[src/hdl/alist_pkg.sv]
`default_nettype none
// ----------------------------------------------------------------------------
// alist_pkg: shared types and constants for the array list block
// Sizes, command and status codes, and the request record that moves from
// the front end through the queue to the execution back end.
// ----------------------------------------------------------------------------
package alist_pkg;

    localparam int DEPTH       = 64;
    localparam int ADDR_W      = $clog2(DEPTH);
    localparam int CNT_W       = $clog2(DEPTH + 1);
    localparam int DATA_W      = 32;
    localparam int CMD_W       = 3;
    localparam int POS_W       = 6;
    localparam int STAT_W      = 3;
    localparam int QUEUE_DEPTH = 2;
    localparam int QPTR_W      = $clog2(QUEUE_DEPTH);
    localparam int QCNT_W      = $clog2(QUEUE_DEPTH + 1);

    typedef enum logic [CMD_W-1:0] {
        CMD_CLEAR  = 3'd0,
        CMD_APPEND = 3'd1,
        CMD_INSERT = 3'd2,
        CMD_DELETE = 3'd3,
        CMD_SEARCH = 3'd4
    } cmd_t;

    typedef enum logic [2:0] {
        OP_CLEAR,
        OP_APPEND,
        OP_INSERT,
        OP_DELETE,
        OP_SEARCH,
        OP_NOP
    } op_t;

    typedef enum logic [STAT_W-1:0] {
        ST_OK       = 3'd0,
        ST_FULL     = 3'd1,
        ST_BADPOS   = 3'd2,
        ST_NOTFOUND = 3'd3,
        ST_MATCH    = 3'd4
    } status_t;

    typedef struct packed {
        op_t                      op;
        logic signed [DATA_W-1:0] value;
        logic [POS_W-1:0]         position;
    } req_t;

    typedef struct packed {
        logic [CNT_W-1:0] count;
        logic             busy;
    } back_info_t;

endpackage

`default_nettype wire

[src/hdl/array_list_insert_delete_search.sv]
`default_nettype none
// Clear, append, unknown and rejected commands go straight from accept to report;
//   insert and delete first shift the entries from position on, then report.
// Search: matches at most one per cycle, unless the output stalls; last on final item.
// Throughput: one item at a time in the back end; shifts and scans move one entry per
//   cycle through the single read and write port of the RAM; a scan can wait on out_stall.
// Reset: list count goes to zero at once; entry RAM is not cleared, no clearing pass.
// ----------------------------------------------------------------------------
// array_list_insert_delete_search: ordered list with insert, delete, search
// Front end registers and decodes items, a two-entry queue decouples it
// from the back end, which runs each command against a 64 x 32 entry RAM.
// ----------------------------------------------------------------------------
module array_list_insert_delete_search (
    input  wire logic                                clk,
    input  wire logic                                rst_n,
    input  wire logic                                in_valid,
    output logic                                     in_stall,
    input  wire logic [alist_pkg::CMD_W-1:0]         command,
    input  wire logic signed [alist_pkg::DATA_W-1:0] value,
    input  wire logic [alist_pkg::POS_W-1:0]         position,
    output logic                                     out_valid,
    input  wire logic                                out_stall,
    output logic [alist_pkg::STAT_W-1:0]             status,
    output logic [alist_pkg::POS_W-1:0]              found_position,
    output logic [alist_pkg::CNT_W-1:0]              count,
    output logic                                     last
);

    // front end to queue
    logic                                push;
    alist_pkg::req_t                     push_req;
    logic                                q_full;
    // queue to back end
    logic                                q_valid;
    alist_pkg::req_t                     q_head;
    logic                                pop;
    // back end to entry RAM
    logic                                ram_we;
    logic [alist_pkg::ADDR_W-1:0]        ram_waddr;
    logic [alist_pkg::DATA_W-1:0]        ram_wdata;
    logic                                ram_re;
    logic [alist_pkg::ADDR_W-1:0]        ram_raddr;
    logic [alist_pkg::DATA_W-1:0]        ram_rdata;
    alist_pkg::back_info_t               info;

    // Accept and decode; hold the item while the queue is full.
    alist_front u_front (
        .clk      (clk),
        .rst_n    (rst_n),
        .in_valid (in_valid),
        .in_stall (in_stall),
        .command  (command),
        .value    (value),
        .position (position),
        .push     (push),
        .push_req (push_req),
        .q_full   (q_full)
    );

    // Buffer decoded requests so the front keeps taking items during a long shift.
    alist_queue u_queue (
        .clk       (clk),
        .rst_n     (rst_n),
        .push      (push),
        .push_req  (push_req),
        .full      (q_full),
        .pop       (pop),
        .not_empty (q_valid),
        .head      (q_head)
    );

    // Entry store: one write and one registered read per cycle.
    alist_ram #(
        .WIDTH (alist_pkg::DATA_W),
        .DEPTH (alist_pkg::DEPTH)
    ) u_ram (
        .clk   (clk),
        .we    (ram_we),
        .waddr (ram_waddr),
        .wdata (ram_wdata),
        .re    (ram_re),
        .raddr (ram_raddr),
        .rdata (ram_rdata)
    );

    // Execute commands and drive the result register.
    alist_back u_back (
        .clk            (clk),
        .rst_n          (rst_n),
        .q_valid        (q_valid),
        .q_req          (q_head),
        .pop            (pop),
        .ram_we         (ram_we),
        .ram_waddr      (ram_waddr),
        .ram_wdata      (ram_wdata),
        .ram_re         (ram_re),
        .ram_raddr      (ram_raddr),
        .ram_rdata      (ram_rdata),
        .out_valid      (out_valid),
        .out_stall      (out_stall),
        .status         (status),
        .found_position (found_position),
        .count          (count),
        .last           (last),
        .info           (info)
    );

    // The list never holds more than its depth.
    a_count_bound: assert property (@(posedge clk) disable iff (!rst_n)
        info.count <= alist_pkg::CNT_W'(alist_pkg::DEPTH))
        else $error("list count above depth");

    // Only search matches may come without last.
    a_nonlast_match: assert property (@(posedge clk) disable iff (!rst_n)
        (out_valid && !last) |-> (status == alist_pkg::ST_MATCH))
        else $error("non-final item that is not a match");

    // A match position always lies inside the reported list.
    a_match_in_range: assert property (@(posedge clk) disable iff (!rst_n)
        (out_valid && status == alist_pkg::ST_MATCH)
            |-> (alist_pkg::CNT_W'(found_position) < count))
        else $error("match position beyond count");

    // A queue pop only happens while the back end is idle.
    a_pop_idle: assert property (@(posedge clk) disable iff (!rst_n)
        pop |=> info.busy || $past(q_head.op) == alist_pkg::OP_NOP
            || $past(q_head.op) == alist_pkg::OP_CLEAR
            || $past(q_head.op) == alist_pkg::OP_APPEND
            || $past(q_head.op) == alist_pkg::OP_INSERT
            || $past(q_head.op) == alist_pkg::OP_DELETE
            || $past(q_head.op) == alist_pkg::OP_SEARCH)
        else $error("request popped without being started");

endmodule

`default_nettype wire

[src/hdl/alist_ram.sv]
`default_nettype none
// ----------------------------------------------------------------------------
// alist_ram: generic simple dual-port RAM
// One write port and one read port, read data registered on read enable.
// ----------------------------------------------------------------------------
module alist_ram #(
    parameter int WIDTH = 32,
    parameter int DEPTH = 64
) (
    input  wire logic                     clk,
    input  wire logic                     we,
    input  wire logic [$clog2(DEPTH)-1:0] waddr,
    input  wire logic [WIDTH-1:0]         wdata,
    input  wire logic                     re,
    input  wire logic [$clog2(DEPTH)-1:0] raddr,
    output logic      [WIDTH-1:0]         rdata
);

    logic [WIDTH-1:0] mem_reg [DEPTH];
    logic [WIDTH-1:0] rdata_reg;

    always_ff @(posedge clk)
    begin
        if (we)
        begin
            mem_reg[waddr] <= wdata;
        end
        if (re)
        begin
            rdata_reg <= mem_reg[raddr];
        end
    end

    assign rdata = rdata_reg;

endmodule

`default_nettype wire

[src/hdl/alist_front.sv]
`default_nettype none
// ----------------------------------------------------------------------------
// alist_front: input stage
// Register each accepted item, decode its command into an operation and
// hand it to the queue.
// ----------------------------------------------------------------------------
module alist_front (
    input  wire logic                              clk,
    input  wire logic                              rst_n,
    input  wire logic                              in_valid,
    output logic                                   in_stall,
    input  wire logic [alist_pkg::CMD_W-1:0]       command,
    input  wire logic signed [alist_pkg::DATA_W-1:0] value,
    input  wire logic [alist_pkg::POS_W-1:0]       position,
    output logic                                   push,
    output alist_pkg::req_t                        push_req,
    input  wire logic                              q_full
);

    logic            valid_reg;
    logic            valid_next;
    alist_pkg::req_t req_reg;
    alist_pkg::req_t req_next;
    alist_pkg::op_t  op_dec;
    logic            accept;

    // unknown codes become a no-op that still reports
    always_comb
    begin
        unique case (command)
            alist_pkg::CMD_CLEAR:  op_dec = alist_pkg::OP_CLEAR;
            alist_pkg::CMD_APPEND: op_dec = alist_pkg::OP_APPEND;
            alist_pkg::CMD_INSERT: op_dec = alist_pkg::OP_INSERT;
            alist_pkg::CMD_DELETE: op_dec = alist_pkg::OP_DELETE;
            alist_pkg::CMD_SEARCH: op_dec = alist_pkg::OP_SEARCH;
            default:               op_dec = alist_pkg::OP_NOP;
        endcase
    end

    assign in_stall = valid_reg && q_full;
    assign accept   = in_valid && !in_stall;
    assign push     = valid_reg && !q_full;
    assign push_req = req_reg;

    always_comb
    begin
        valid_next = valid_reg;
        req_next   = req_reg;
        if (accept)
        begin
            valid_next        = 1'b1;
            req_next.op       = op_dec;
            req_next.value    = value;
            req_next.position = position;
        end
        else if (push)
        begin
            valid_next = 1'b0;
        end
    end

    always_ff @(posedge clk or negedge rst_n)
    begin
        if (!rst_n)
        begin
            valid_reg <= 1'b0;
            req_reg   <= '0;
        end
        else
        begin
            valid_reg <= valid_next;
            req_reg   <= req_next;
        end
    end

endmodule

`default_nettype wire

[src/hdl/alist_queue.sv]
`default_nettype none
// ----------------------------------------------------------------------------
// alist_queue: short request queue
// Decouple the front end from the back end; first in, first out.
// ----------------------------------------------------------------------------
module alist_queue (
    input  wire logic            clk,
    input  wire logic            rst_n,
    input  wire logic            push,
    input  wire alist_pkg::req_t push_req,
    output logic                 full,
    input  wire logic            pop,
    output logic                 not_empty,
    output alist_pkg::req_t      head
);

    alist_pkg::req_t                 slot_reg [alist_pkg::QUEUE_DEPTH];
    logic [alist_pkg::QPTR_W-1:0]    wptr_reg;
    logic [alist_pkg::QPTR_W-1:0]    wptr_next;
    logic [alist_pkg::QPTR_W-1:0]    rptr_reg;
    logic [alist_pkg::QPTR_W-1:0]    rptr_next;
    logic [alist_pkg::QCNT_W-1:0]    fill_reg;
    logic [alist_pkg::QCNT_W-1:0]    fill_next;
    logic                            do_push;
    logic                            do_pop;

    assign full      = (fill_reg == alist_pkg::QCNT_W'(alist_pkg::QUEUE_DEPTH));
    assign not_empty = (fill_reg != '0);
    assign head      = slot_reg[rptr_reg];
    assign do_push   = push && !full;
    assign do_pop    = pop && not_empty;

    always_comb
    begin
        wptr_next = wptr_reg;
        rptr_next = rptr_reg;
        fill_next = fill_reg;
        if (do_push)
        begin
            wptr_next = (wptr_reg == alist_pkg::QPTR_W'(alist_pkg::QUEUE_DEPTH - 1))
                        ? '0 : wptr_reg + 1'b1;
        end
        if (do_pop)
        begin
            rptr_next = (rptr_reg == alist_pkg::QPTR_W'(alist_pkg::QUEUE_DEPTH - 1))
                        ? '0 : rptr_reg + 1'b1;
        end
        if (do_push && !do_pop)
        begin
            fill_next = fill_reg + 1'b1;
        end
        else if (do_pop && !do_push)
        begin
            fill_next = fill_reg - 1'b1;
        end
    end

    always_ff @(posedge clk)
    begin
        if (do_push)
        begin
            slot_reg[wptr_reg] <= push_req;
        end
    end

    always_ff @(posedge clk or negedge rst_n)
    begin
        if (!rst_n)
        begin
            wptr_reg <= '0;
            rptr_reg <= '0;
            fill_reg <= '0;
        end
        else
        begin
            wptr_reg <= wptr_next;
            rptr_reg <= rptr_next;
            fill_reg <= fill_next;
        end
    end

endmodule

`default_nettype wire

[src/hdl/alist_back.sv]
`default_nettype none
// ----------------------------------------------------------------------------
// alist_back: execution sequencer
// Run each request against the entry RAM: shift for insert and delete,
// scan for search, and drive the registered result port.
// ----------------------------------------------------------------------------
module alist_back (
    input  wire logic                               clk,
    input  wire logic                               rst_n,
    input  wire logic                               q_valid,
    input  wire alist_pkg::req_t                    q_req,
    output logic                                    pop,
    output logic                                    ram_we,
    output logic [alist_pkg::ADDR_W-1:0]            ram_waddr,
    output logic [alist_pkg::DATA_W-1:0]            ram_wdata,
    output logic                                    ram_re,
    output logic [alist_pkg::ADDR_W-1:0]            ram_raddr,
    input  wire logic [alist_pkg::DATA_W-1:0]       ram_rdata,
    output logic                                    out_valid,
    input  wire logic                               out_stall,
    output logic [alist_pkg::STAT_W-1:0]            status,
    output logic [alist_pkg::POS_W-1:0]             found_position,
    output logic [alist_pkg::CNT_W-1:0]             count,
    output logic                                    last,
    output alist_pkg::back_info_t                   info
);

    typedef enum logic [2:0] {
        S_IDLE,
        S_INS,
        S_DEL,
        S_SRCH,
        S_REPORT
    } state_t;

    localparam int CW = alist_pkg::CNT_W;
    localparam int AW = alist_pkg::ADDR_W;

    state_t                          state_reg,      state_next;
    logic [CW-1:0]                   count_reg,      count_next;
    logic [CW-1:0]                   ptr_reg,        ptr_next;
    logic [CW-1:0]                   pos_reg,        pos_next;
    logic [alist_pkg::DATA_W-1:0]    val_reg,        val_next;
    logic                            pend_wr_reg,    pend_wr_next;
    logic [AW-1:0]                   wa_reg,         wa_next;
    logic                            hit_valid_reg,  hit_valid_next;
    logic [AW-1:0]                   hit_pos_reg,    hit_pos_next;
    alist_pkg::status_t              rstat_reg,      rstat_next;
    logic                            ovalid_reg,     ovalid_next;
    alist_pkg::status_t              ostat_reg,      ostat_next;
    logic [AW-1:0]                   ofpos_reg,      ofpos_next;
    logic [CW-1:0]                   ocount_reg,     ocount_next;
    logic                            olast_reg,      olast_next;

    logic                            out_free;
    logic                            hit;
    logic                            block;
    logic [CW-1:0]                   q_pos;

    assign out_free = !ovalid_reg || !out_stall;
    assign q_pos    = CW'(q_req.position);
    // pend_wr doubles as "read data holds entry wa" during the scan
    assign hit      = pend_wr_reg && (ram_rdata == val_reg);
    assign block    = hit && hit_valid_reg && !out_free;
    assign pop      = (state_reg == S_IDLE) && q_valid;

    always_comb
    begin
        state_next     = state_reg;
        count_next     = count_reg;
        ptr_next       = ptr_reg;
        pos_next       = pos_reg;
        val_next       = val_reg;
        pend_wr_next   = pend_wr_reg;
        wa_next        = wa_reg;
        hit_valid_next = hit_valid_reg;
        hit_pos_next   = hit_pos_reg;
        rstat_next     = rstat_reg;
        ovalid_next    = ovalid_reg && out_stall;
        ostat_next     = ostat_reg;
        ofpos_next     = ofpos_reg;
        ocount_next    = ocount_reg;
        olast_next     = olast_reg;
        ram_we         = 1'b0;
        ram_waddr      = '0;
        ram_wdata      = '0;
        ram_re         = 1'b0;
        ram_raddr      = '0;

        unique case (state_reg)
            S_IDLE:
            begin
                if (q_valid)
                begin
                    val_next     = q_req.value;
                    pos_next     = q_pos;
                    pend_wr_next = 1'b0;
                    rstat_next   = alist_pkg::ST_OK;
                    state_next   = S_REPORT;
                    unique case (q_req.op)
                        alist_pkg::OP_CLEAR:
                        begin
                            count_next = '0;
                        end
                        alist_pkg::OP_APPEND:
                        begin
                            if (count_reg >= CW'(alist_pkg::DEPTH))
                            begin
                                rstat_next = alist_pkg::ST_FULL;
                            end
                            else
                            begin
                                ram_we     = 1'b1;
                                ram_waddr  = AW'(count_reg);
                                ram_wdata  = q_req.value;
                                count_next = count_reg + 1'b1;
                            end
                        end
                        alist_pkg::OP_INSERT:
                        begin
                            if (count_reg >= CW'(alist_pkg::DEPTH))
                            begin
                                rstat_next = alist_pkg::ST_FULL;
                            end
                            else if (q_pos > count_reg)
                            begin
                                rstat_next = alist_pkg::ST_BADPOS;
                            end
                            else
                            begin
                                ptr_next   = count_reg;
                                state_next = S_INS;
                            end
                        end
                        alist_pkg::OP_DELETE:
                        begin
                            if (q_pos >= count_reg)
                            begin
                                rstat_next = alist_pkg::ST_BADPOS;
                            end
                            else
                            begin
                                ptr_next   = q_pos + 1'b1;
                                state_next = S_DEL;
                            end
                        end
                        alist_pkg::OP_SEARCH:
                        begin
                            ptr_next       = '0;
                            hit_valid_next = 1'b0;
                            state_next     = S_SRCH;
                        end
                        default:
                        begin
                            rstat_next = alist_pkg::ST_OK;
                        end
                    endcase
                end
            end

            S_INS:
            begin
                // move entry wa up by one, one entry per cycle, top first
                if (pend_wr_reg)
                begin
                    ram_we    = 1'b1;
                    ram_waddr = wa_reg + 1'b1;
                    ram_wdata = ram_rdata;
                end
                if (ptr_reg > pos_reg)
                begin
                    ram_re       = 1'b1;
                    ram_raddr    = AW'(ptr_reg - 1'b1);
                    wa_next      = AW'(ptr_reg - 1'b1);
                    pend_wr_next = 1'b1;
                    ptr_next     = ptr_reg - 1'b1;
                end
                else
                begin
                    pend_wr_next = 1'b0;
                    if (!pend_wr_reg)
                    begin
                        ram_we     = 1'b1;
                        ram_waddr  = AW'(pos_reg);
                        ram_wdata  = val_reg;
                        count_next = count_reg + 1'b1;
                        state_next = S_REPORT;
                    end
                end
            end

            S_DEL:
            begin
                // move entry wa down by one, bottom first
                if (pend_wr_reg)
                begin
                    ram_we    = 1'b1;
                    ram_waddr = wa_reg - 1'b1;
                    ram_wdata = ram_rdata;
                end
                if (ptr_reg < count_reg)
                begin
                    ram_re       = 1'b1;
                    ram_raddr    = AW'(ptr_reg);
                    wa_next      = AW'(ptr_reg);
                    pend_wr_next = 1'b1;
                    ptr_next     = ptr_reg + 1'b1;
                end
                else
                begin
                    pend_wr_next = 1'b0;
                    if (!pend_wr_reg)
                    begin
                        count_next = count_reg - 1'b1;
                        state_next = S_REPORT;
                    end
                end
            end

            S_SRCH:
            begin
                // hold back the newest match so the final one can carry last
                if (!block)
                begin
                    if (hit)
                    begin
                        if (hit_valid_reg)
                        begin
                            ovalid_next = 1'b1;
                            ostat_next  = alist_pkg::ST_MATCH;
                            ofpos_next  = hit_pos_reg;
                            ocount_next = count_reg;
                            olast_next  = 1'b0;
                        end
                        hit_valid_next = 1'b1;
                        hit_pos_next   = wa_reg;
                    end
                    if (ptr_reg < count_reg)
                    begin
                        ram_re       = 1'b1;
                        ram_raddr    = AW'(ptr_reg);
                        wa_next      = AW'(ptr_reg);
                        pend_wr_next = 1'b1;
                        ptr_next     = ptr_reg + 1'b1;
                    end
                    else
                    begin
                        pend_wr_next = 1'b0;
                    end
                end
                if (!pend_wr_reg && ptr_reg == count_reg && out_free)
                begin
                    ovalid_next = 1'b1;
                    ostat_next  = hit_valid_reg ? alist_pkg::ST_MATCH
                                                : alist_pkg::ST_NOTFOUND;
                    ofpos_next  = hit_valid_reg ? hit_pos_reg : '0;
                    ocount_next = count_reg;
                    olast_next  = 1'b1;
                    state_next  = S_IDLE;
                end
            end

            S_REPORT:
            begin
                if (out_free)
                begin
                    ovalid_next = 1'b1;
                    ostat_next  = rstat_reg;
                    ofpos_next  = '0;
                    ocount_next = count_reg;
                    olast_next  = 1'b1;
                    state_next  = S_IDLE;
                end
            end

            default:
            begin
                state_next = S_IDLE;
            end
        endcase
    end

    always_ff @(posedge clk or negedge rst_n)
    begin
        if (!rst_n)
        begin
            state_reg     <= S_IDLE;
            count_reg     <= '0;
            ptr_reg       <= '0;
            pos_reg       <= '0;
            val_reg       <= '0;
            pend_wr_reg   <= 1'b0;
            wa_reg        <= '0;
            hit_valid_reg <= 1'b0;
            hit_pos_reg   <= '0;
            rstat_reg     <= alist_pkg::ST_OK;
            ovalid_reg    <= 1'b0;
            ostat_reg     <= alist_pkg::ST_OK;
            ofpos_reg     <= '0;
            ocount_reg    <= '0;
            olast_reg     <= 1'b0;
        end
        else
        begin
            state_reg     <= state_next;
            count_reg     <= count_next;
            ptr_reg       <= ptr_next;
            pos_reg       <= pos_next;
            val_reg       <= val_next;
            pend_wr_reg   <= pend_wr_next;
            wa_reg        <= wa_next;
            hit_valid_reg <= hit_valid_next;
            hit_pos_reg   <= hit_pos_next;
            rstat_reg     <= rstat_next;
            ovalid_reg    <= ovalid_next;
            ostat_reg     <= ostat_next;
            ofpos_reg     <= ofpos_next;
            ocount_reg    <= ocount_next;
            olast_reg     <= olast_next;
        end
    end

    assign out_valid      = ovalid_reg;
    assign status         = ostat_reg;
    assign found_position = alist_pkg::POS_W'(ofpos_reg);
    assign count          = ocount_reg;
    assign last           = olast_reg;
    assign info.count     = count_reg;
    assign info.busy      = (state_reg != S_IDLE);

endmodule

`default_nettype wire
[config.mk]
export PLATFORM = sky130hd
export DESIGN_NAME = array_list_insert_delete_search
export DESIGN_NICKNAME = d
export VERILOG_FILES = /design/src/hdl/alist_pkg.sv /design/src/hdl/array_list_insert_delete_search.sv /design/src/hdl/alist_ram.sv /design/src/hdl/alist_front.sv /design/src/hdl/alist_queue.sv /design/src/hdl/alist_back.sv
export SDC_FILE = /design/constraint.sdc
export NUM_CORES = 2
export LEC_CHECK = 0
export BUFFER_PORTS_ARGS = -buffer_cell sky130_fd_sc_hd__buf_4
export CORE_ASPECT_RATIO = 1.75
export CORE_UTILIZATION = 57
export CTS_BUF_LIST = sky130_fd_sc_hd__clkbuf_16
export CTS_CLUSTER_DIAMETER = 150
export DETAILED_ROUTE_END_ITERATION = 7
export PLACE_DENSITY = 0.73
export REMOVE_ABC_BUFFERS = 1
export SYNTH_ARGS = -nofsm -noshare
export SYNTH_HDL_FRONTEND = slang
export SYNTH_HIERARCHICAL = 1
export SYNTH_SLANG_ARGS = --single-unit
[constraint.sdc]
create_clock -name clk -period 6 [get_ports clk]
set_clock_uncertainty 0.2 [all_clocks]
set_input_delay 0.6 -clock clk [delete_from_list [all_inputs] [get_ports clk]]
set_output_delay 0.6 -clock clk [all_outputs]
set_load 0.01 [all_outputs]
==> run metrics <==
Final GP Congestion=0.943; Gate power share=21.5%; H-tree depth=4; routed length on met3=17900 µm; Max transition margin=7.78%; Final nets=4893; switching share of total power=28.7%; maximum VDD drop=0.000254 V; top sig layer=met5; Crit Path Max Fanout=29; global-route wire length before repair=327000 µm; # IOs=64; Sink Count=2297; unrepaired setup endpoints after global routing=false; Reg2Reg Depth=14; met2 WL=121000 µm; Post-synth EDFFs=2162; Synth top area share=71.6%; Syn Area/Cell=20.1 µm²; reg2reg start=u_ram/rdata[21]; Clock Latency Late Sink=0.83 ns; Internal=29.3 mW; grt total ovfl=0; core footprint=158000 µm²; detailed-route vias per instance=6.68; CP Data Required Time=6.34 ns; DP Area=95500 µm²; Worst setup EP type=flop; r2r endpoint=u_ram/rdata[23]; Worst-path clk slew=0.07 ns; PwrDens=403 nW/µm²; Starting Density=57.4%; Routed WL=229000 µm; die area=161000 µm²; Met1 Wirelength=76300 µm; TritonCTS clock tree=done; ys async rst share=5.88%; final setup vio count=0; flop2flop setup slack=0.17 ns; crit path cell chain=xnor2_1 -> nand4_1 -> or4_4 -> nor3_4 -> a31oi_2 -> nand2_1 -> o21ai_4 -> buf_12 -> buf_4 -> mux4_2 -> mux2i_1 -> mux2i_1 -> a21oi_1 -> a311oi_2; Avg WL per Cell=32.7 µm; max reg flops=2048; Hold Path End=u_back/out_valid; CP startpoint kind=flop; largest net degree at the start of global routing=96; CTS buffer count=193; leading area contributor after synthesis=edfxtp_1; most frequent cells in the layout=2162 x edfxtp_1, 446 x mux4_2, 258 x buf_4; synthesized flop and latch total=2297; Area growth syn-to-layout=12.6%; max incr delay on CP=0.63 ns; run status=finished clean; Hold WS=0.213 ns; number of global-route vias before repair=48000; data arrival time of the worst path=6.18 ns; First DRT Iteration DRCs=5376; register area share after synthesis=75.4%; Final Util=64.6%; sequential share of power=48.5%; Ys Warns=6; Max Cap Violations=0; die width=303 µm; Gate Count Post-Synth=4508; clock power share=30.0%; Critical Path Most Common Cell=mux2i_1; number of routed nets with antenna violations=0; Fin. Hold Viols=0; DR vias=46900; LEAKAGE=33.3 nW; Slowest-stage cell, CP=or4_4; cell depth of the worst hold path=3; Synth Flop Type=edfxtp_1; ratio of cells with drive above 1 in the final layout=24.8%; worst-margin pin slew=1.35 ns; initial antenna violation count=4; port bufs=63; FP Rows=193; cell area after synthesis=90600 µm²; fin area=102000 µm²; hold_sp=out_stall; commonest non-fill, non-tap cell in the layout=edfxtp_1; Final period util=97.2%; Fmax=171 MHz; crit path kind=reg2reg; Hold Crit Class=in2reg; aggregate global-route resource usage=28.7%; minimum clock period=5.83 ns; Storage cell area=68300 µm²; Psw=11.8 mW; root buf cell=clkbuf_16; first-pass iteration count of the detailed router=8; Pins Over Slew Limit=0; dominant cells by area after synthesis=edfxtp_1 72%, mux4_2 11%, dfrtp_1 3.7%; Die Ht=529 µm; Multi-input gate area=21100 µm²; worst-case clock buffer depth=4; FILL cells=10200; drc violations=0; Synth cell types=79; HPWL after DPL=142000 µm
## stage by stage
step | cells | power, mW | TNS (ns) | setup WS [ns]
3_3_place_gp | 6628 | 28.6 | -0.0127 | -0.0127
4_1_cts | 7016 | 41.1 | 0 | 0.0828
5_1_grt | 7017 | 42.3 | 0 | 0.128
2_1_floorplan | 4255 | 28.1 | -4828.83 | -69.15
3_5_place_dp | 6628 | 28.9 | -0.0343 | -0.0343
6_report | 7018 | 41.1 | 0 | 0.166
## cells in the mapped netlist, types with 13 or more instances
master,count
buf_4,28
nor3_1,20
xor2_1,22
nand2b_1,13
a211oi_1,28
mux2i_1,199
mux2_4,41
o221ai_1,20
a22o_1,15
nand4_1,14
nand2_1,181
o211ai_1,19
nand3_1,72
xnor2_1,23
mux4_2,446
clkbuf_1,109
o22a_1,14
a21oi_1,57
a31oi_1,25
inv_1,73
ha_1,28
dfrtp_1,135
and3_1,15
buf_2,55
a22oi_1,133
buf_6,36
mux2_2,57
nor2_1,136
edfxtp_1,2162
nor2b_1,19
a222oi_1,33
o21ai_0,62
o22ai_1,48
## metal layers
metal | track usage [%] | vias up
met5 | 0 | -
met4 | 16.5 | 4
met3 | 4.72 | 664
met2 | 50.5 | 2545
met1 | 33.0 | 24500
li1 | - | 19200
## worst max path at each step
| stage | startpoint | to |
|---|---|---|
| after detailed placement | u_ram/rdata[21] | u_ram/rdata[23] |
| final | u_ram/rdata[21] | u_ram/rdata[23] |
| after CTS | u_ram/rdata[12] | u_ram/rdata[7] |
| after global placement | u_ram/rdata[12] | u_ram/rdata[23] |
| after global routing | u_ram/rdata[21] | u_ram/rdata[13] |
| after floorplan | u_back/state_reg[0] | u_ram/rdata[10] |
## timing repair
action / 4_1_cts / 5_1_grt
buffers inserted: 0 / 0
endpoints found under the setup margin: 1 / 5
hold buffers: 44 / 0
resized for setup: 1 / 4
hold endpoints to repair: 136 / 0
pin swaps: 0 / 0
## critical path: cells and delay by family, from the launching register on
kind	cells	cell delay, ns
buffers and inverters	2	0.59
AOI/OAI and AO/OA	4	1.39
DFF	1	0.49
and+or+nand+nor	4	1.74
xor gates and xnor gates	1	0.44
muxes	3	0.64
## cells by family after synthesis
| family | Yosys count | synth area share [%] |
|---|---|---|
| DFF | 2297 | 75.4 |
| muxes | 746 | 14.7 |
| and+or+nand+nor | 538 | 2.79 |
| AOI/OAI and AO/OA | 524 | 4.21 |
| buffers and inverters | 328 | 2.06 |
| xor gates and xnor gates | 47 | 0.471 |
| adders and majority gates | 28 | 0.387 |
## power by group through the flow
stage	Sequential, mW	Combinational, mW	Clock [mW]
after detailed placement	20.3	8.62	0
final	20.0	8.83	12.4
after global placement	20.2	8.43	0
after CTS	19.9	8.68	12.5
after global routing	20.0	9.29	13.0
after floorplan	20.2	7.85	0
## layout make-up
cell class                 count  area share, %
sequential                  2297           66.9
multi-input combinational   1883           20.6
clock buffer                 197           4.83
timing repair buffer         370           3.65
tap                         2047           2.51
clock inverter               147           1.17
inverter                      75          0.276
antenna                        2        0.00490
Power figures use the tool's default switching activity.
